File: src/rtl/bpc_pkg.sv
// ----------------------------------------------------------------------------
// bpc_pkg: shared types and helpers of the pressure compensation block
// Payload structs, register indexes and word-level arithmetic helpers.
// ----------------------------------------------------------------------------
package bpc_pkg;

  localparam int unsigned DivW     = 32;
  localparam int unsigned CfgW     = 64;
  localparam int unsigned CfgIdxW  = 2;

  typedef enum logic [1:0] {
    RegCalOffsets   = 2'd0,
    RegCalScales    = 2'd1,
    RegCalCurvature = 2'd2,
    RegOversampling = 2'd3
  } reg_idx_e;

  typedef struct packed {
    logic [15:0] raw_temperature;
    logic [23:0] raw_pressure;
  } in_item_t;

  typedef struct packed {
    logic signed [15:0] temperature_tenths;
    logic signed [31:0] pressure_pa;
    logic               error;
  } out_item_t;

  localparam logic [31:0] B6Offset  = 32'd4000;
  localparam logic [31:0] X3Bias    = 32'd32768;
  localparam logic [31:0] B7Scale   = 32'd50000;
  localparam logic [31:0] B7Half    = 32'h8000_0000;
  localparam logic [31:0] PolyA     = 32'd3038;
  localparam logic [31:0] PolyB     = 32'd7357;
  localparam logic [31:0] PolyC     = 32'd3791;

  // arithmetic right shift of a 32-bit word
  function automatic logic [31:0] asr(input logic [31:0] v, input int unsigned s);
    return $unsigned($signed(v) >>> s);
  endfunction

  function automatic logic [31:0] sx16(input logic [15:0] w);
    return {{16{w[15]}}, w};
  endfunction

  function automatic logic [31:0] mag(input logic [31:0] v);
    return v[31] ? (32'd0 - v) : v;
  endfunction

endpackage

File: src/rtl/bpc_div.sv
// ----------------------------------------------------------------------------
// bpc_div: pipelined unsigned divider
// One quotient bit per stage, restoring form; a side word travels along.
// ----------------------------------------------------------------------------
module bpc_div #(
  parameter int unsigned SideW = 1
) (
  input  logic                     clk_i,
  input  logic                     rst_ni,
  input  logic                     en_i,
  input  logic                     valid_i,
  input  logic [bpc_pkg::DivW-1:0] num_i,
  input  logic [bpc_pkg::DivW-1:0] den_i,
  input  logic [SideW-1:0]         side_i,
  output logic                     valid_o,
  output logic [bpc_pkg::DivW-1:0] quo_o,
  output logic [SideW-1:0]         side_o
);

  localparam int unsigned W = bpc_pkg::DivW;

  logic [W-1:0]     rem_q  [W];
  logic [W-1:0]     num_q  [W];
  logic [W-1:0]     den_q  [W];
  logic [SideW-1:0] side_q [W];
  logic             vld_q  [W];

  for (genvar s = 0; s < W; s++) begin : g_stage
    logic [W-1:0]     r_in, n_in, d_in;
    logic [SideW-1:0] sd_in;
    logic             v_in;
    logic [W:0]       trial;

    if (s == 0) begin : g_first
      assign r_in  = '0;
      assign n_in  = num_i;
      assign d_in  = den_i;
      assign sd_in = side_i;
      assign v_in  = valid_i;
    end else begin : g_next
      assign r_in  = rem_q[s-1];
      assign n_in  = num_q[s-1];
      assign d_in  = den_q[s-1];
      assign sd_in = side_q[s-1];
      assign v_in  = vld_q[s-1];
    end

    assign trial = {r_in, n_in[W-1]} - {1'b0, d_in};

    always_ff @(posedge clk_i or negedge rst_ni) begin
      if (!rst_ni) begin
        vld_q[s] <= 1'b0;
      end else if (en_i) begin
        vld_q[s] <= v_in;
      end
    end

    always_ff @(posedge clk_i) begin
      if (en_i) begin
        // keep the remainder when the trial subtract goes negative
        rem_q[s]  <= trial[W] ? {r_in[W-2:0], n_in[W-1]} : trial[W-1:0];
        num_q[s]  <= {n_in[W-2:0], ~trial[W]};
        den_q[s]  <= d_in;
        side_q[s] <= sd_in;
      end
    end
  end

  assign valid_o = vld_q[W-1];
  assign quo_o   = num_q[W-1];
  assign side_o  = side_q[W-1];

endmodule

File: config.mk
export PLATFORM = sky130hd
export DESIGN_NAME = bpc_div
export DESIGN_NICKNAME = d
export VERILOG_FILES = /design/src/rtl/bpc_pkg.sv /design/src/rtl/bpc_div.sv
export SDC_FILE = /design/constraint.sdc
export NUM_CORES = 2
export LEC_CHECK = 0
export BUFFER_PORTS_ARGS = -buffer_cell sky130_fd_sc_hd__buf_2
export CORE_UTILIZATION = 62
export CTS_CLUSTER_DIAMETER = 40
export DETAILED_ROUTE_END_ITERATION = 12
export GPL_TIMING_DRIVEN = 0
export MAX_ROUTING_LAYER = met4
export PLACE_DENSITY = 0.78
export SYNTH_ARGS = -nofsm -noshare
export SYNTH_HDL_FRONTEND = slang
export SYNTH_SLANG_ARGS = --single-unit
File: constraint.sdc
create_clock -name clk_i -period 6.42 [get_ports clk_i]
set_input_delay 1.284 -clock clk_i [delete_from_list [all_inputs] [get_ports clk_i]]
set_output_delay 1.284 -clock clk_i [all_outputs]
set_load 0.01 [all_outputs]
# Word-level counts from Yosys, hierarchy flattened
# Memories as Yosys holds them, arrays and structs flattened.
# Index checks and enable logic that the tools add are counted.
# W data, S select, Z words.
[op_classes] n_addsub=32 muxes=34 bitwise_logic=32
[op_table] cell="$mux W32" n=32
[op_table] cell="$sub A33 B32 Y33" n=31
[op_table] cell="$sub A1 B32 Y33" n=1
[op_table] cell="$not A1 Y1" n=32
[op_table] cell="$mux W1" n=2
[word_totals] register_bits=32 ram_bits=3104 inputBits=69 output_inout_bits=34 word_cells=134 n_memories=4
[mem_list] memory="den_q" words=32 width=32 read_ports=31 rd_clocked_by_memory_dff=0 wr=32 line="bpc_div.sv:24" source="logic [W-1:0] den_q [W];"
[mem_list] memory="num_q" words=32 width=32 read_ports=32 rd_clocked_by_memory_dff=0 wr=32 line="bpc_div.sv:23" source="logic [W-1:0] num_q [W];"
[mem_list] memory="rem_q" words=32 width=32 read_ports=31 rd_clocked_by_memory_dff=0 wr=32 line="bpc_div.sv:22" source="logic [W-1:0] rem_q [W];"
[mem_list] memory="side_q" words=32 width=1 read_ports=32 rd_clocked_by_memory_dff=0 wr=32 line="bpc_div.sv:25" source="logic [SideW-1:0] side_q [W];"

# Longest topological paths before layout
# An unclocked memory read counts as a cell.
[depth] ltp_word=3 depth_mapped=17 depth_no_buf=14

# Worst setup path after synthesis
# OpenSTA, ideal clock, no wires.
[synth_timing] path_kind="reg-to-reg" from="memory den_q[3][0] (netlist name)" to="memory rem_q[0][154] (netlist name), data pin" setup_ns=0.260 arrival_ns=3.401 required_time_ns=6.160 path_slack_ns=2.759 path_stages_with_launch=16 path_buffers=3 period_less_slack_ns=3.661 cell_sequence="edfxtp_1 > ha_1 > fa_1 > nor2b_1 > o21a_1 > o21ai_1 > a2111oi_0 > or4_1 > nand4_1 > a2111o_1 > o211a_1 > buf_2 > inv_1 > buf_4 > buf_4 > mux2_2"
[synth_lines] item="start, declared" line="bpc_div.sv:24"
[synth_lines] item="end, declared" line="bpc_div.sv:22"

==> results.yml <==
worst_setup_path:
  crit_required_ns: 6.97
  worstPathArrival_ns: 6.15
  endpoint_kind: "register"
  cp_max_fo: 188
  critical_path_class: "input pin to register"
  critPathLaunchType: "input pin"
sta:
  finalMaxSlewViolations: 0
  fin_skew_ns: 0.0634
  rsz0062_at_grt: "no"
  finalHoldViolCount: 0
  fin_crit_sh_pct: 87.2
  setup-violations-final: 0
  slew_headroom_pct: 3.47
  period_needed_ns: 5.60
  worstMarginPinSlew_ns: 1.44
  clock.fmax_mhz: 179
clocking:
  cts_root_buf: "clkbuf_16"
  hold_buffers: 0
  htree_levels: 5
  numCtsBuffers: 417
  cts_tree: "done"
  cts_sinks: 3072
  postCtsSetupBuffers: 0
  clk_pin_slew_worst_paths_ns: 0.06
  cts_resized: 0
  clock_latency_ns: 0.93
  clockBufferDepth: 4
power:
  cellPowerDensity_nw_per_um2: 559
  leakagePower_nw: 71.6
  peakVddDrop_v: 0.000445
placed_design:
  dp.cells: 16100
  io_buffers: 102
  gp_congestion: 0.951
  dpl_cell_area_sq_um: 163000
  dp_hpwl_um: 269000
synthesis:
  synth_compound_area_share_pct: 12.3
  synth_edf_count: 3040
  synth_area_sq_um: 157000
  synth_top_area_cell: "edfxtp_1"
  synth_xor_area_share_pct: 4.37
  async_reset_ff_share_pct: 1.04
  synthMuxAreaShare_pct: 5.34
  synth_cell_type_count: 96
  synth_top_family_by_area: "compound AO/OA/AOI/OAI gates"
  synth_simple_gate_area_share_pct: 7.32
  synth_cells: 12600
  yosys-top-cells-area: "edfxtp_1 58%, ha_1 7.9%, mux2_2 4.8%"
  yosysTopAreaCellShare_pct: 58.0
  synth-seq-cells: 3072
  synth_ff_type: "edfxtp_1"
  synth_seq_area_share_pct: 58.5
  synth_fa_ha_area_share_pct: 8.28
  yosys_warnings: 0
  synth_area_per_cell_sq_um: 12.5
drt:
  dr_wl_met2_um: 183000
  top_layer: "met4"
  drt_wl_total_um: 366000
  drt_iter0_drc: 8528
  antenna_left: 0
  avgRoutedWirePerCell_um: 21.7
  drc: 0
  dr.pass1.iters: 8
  drt-met1-wl_um: 143000
  vias: 101000
  met3_length_um: 20200
  vias_per_cell: 6.01
global_routing:
  antenna_found_initial: 14
  grt_pass1_vias: 101000
  grt_max_degree: 200
  gr-total-overflow: 0
  grt_pass1_wl_um: 563000
  grt.total_usage_pct: 29.1
floorplan:
  rows: 184
  io_pins: 103
  die_y_um: 506
  die_x_um: 506
  start_util_pct: 62.5
  core_area_sq_um: 252000
  die-area_sq_um: 256000
finish:
  nFillCells: 17100
  final_cell_mix: "3040 x edfxtp_1, 1284 x inv_1, 993 x ha_1"
  fin_nets: 14300
  mostFrequentLayoutCell: "edfxtp_1"
  drive_above_1_share_pct: 12.3
  design_area_sq_um: 177000
  area_growth_pct: 12.3
  fin_util_pct: 70.2
  instances_no_fill: 16900
status:
  status: "completed"
worst_hold_path:
  min_path_type: "input pin to asynchronous set/reset pin"
job:
  cap_violations: 0
## final cells by class
class / count / area, sq um / area share (%)
Sequential cell: 3072 / 92100 / 52.1
Multi-Input combinational cell: 7987 / 59300 / 33.5
Clock buffer: 456 / 10600 / 6.02
Inverter: 1287 / 4830 / 2.73
Tap cell: 3348 / 4190 / 2.37
Clock inverter: 317 / 3490 / 1.97
Buffer: 283 / 1220 / 0.691
Timing Repair Buffer: 121 / 1030 / 0.582
Antenna cell: 10 / 25.0 / 0.0142
## per-stage QoR
stage               hold slack (ns)  worst slack (ns)  TNS, ns  total power, mW
global route                  0.388             0.267        0              104
floorplan                     0.400              2.76        0             62.9
detailed placement            0.405            -0.351   -43.29             75.2
CTS                           0.344             0.615        0             98.9
global placement              0.400            -41.64        -             76.0
finish                        0.373             0.820        0             98.9
## cell families (layout without fill, tap and decap cells)
kind of cell               after synthesis  after routing
AOI/OAI and AO/OA                     3025           3025
xor gates and xnor gates               782            782
adders and majority gates             1023           1023
buffers and inverters                 1570           2464
DFF                                   3072           3072
muxes                                  754            754
other                                    1             25
and+or+nand+nor                       2388           2388
## worst max-delay path, cell delays in order
cell	delay, ns
buf_12	0.42
buf_16	0.46
buf_16	0.47
buf_16	0.52
buf_16	0.51
buf_16	0.49
buf_16	0.61
buf_16	0.44
## cells in the mapped netlist, types with 28 or more instances
cell	n
a211o_1	35
nor3_1	122
o31ai_1	80
o21ai_0	662
nor2b_1	154
nor2_1	575
inv_1	1284
nand4_1	116
and3_1	92
o21a_1	144
fa_1	30
ha_1	993
nand3_1	212
mux2_2	676
clkbuf_1	184
nand2b_1	126
a211oi_1	92
dfrtp_1	32
xnor2_1	506
xor2_1	274
and4_1	35
a31oi_1	113
mux2i_1	75
o31a_1	28
nand2_1	725
and2_1	51
edfxtp_1	3040
a21o_1	471
a21oi_1	868
buf_2	75
o211ai_1	59
o21bai_1	92
a21boi_0	46
or3_1	46
## worst paths after layout
kind,to,start,cells past startpoint,slack [ns]
max,num_q[4][95],en_i,8,0.82
min,g_stage[20].v_in,rst_ni,1,0.37
max reg2reg,rem_q[1][126],num_q[4][95],14,0.85
min reg2reg,num_q[4][16],num_q[3][111],0,0.39
max in group asynchronous,g_stage[4].v_in,rst_ni,1,5.59
min in group clk_i,num_q[4][16],num_q[3][111],0,0.39
## metal layers
layer,vias up,track usage (%)
met5,-,-
met4,0,13.9
met3,1065,4.53
met2,3336,49.4
met1,49000,33.9
li1,48000,-
## state kept, by name (all words and copies together) (netlist names)
register	flops
den_q	992
side_q	32
g_stage.v_in	31
rem_q	992
num_q	1024
valid_o	1
## where the power goes
| group | leakage, nW | internal (mW) | switching [mW] | total [mW] |
|---|---|---|---|---|
| Combinational | 34.7 | 18.7 | 24.8 | 43.5 |
| Sequential | 30.2 | 29.2 | 3.16 | 32.4 |
| Clock | 6.82 | 13.7 | 9.29 | 23.0 |
| Total | 71.6 | 61.6 | 37.3 | 98.9 |
(Power assumes the default switching activity.)
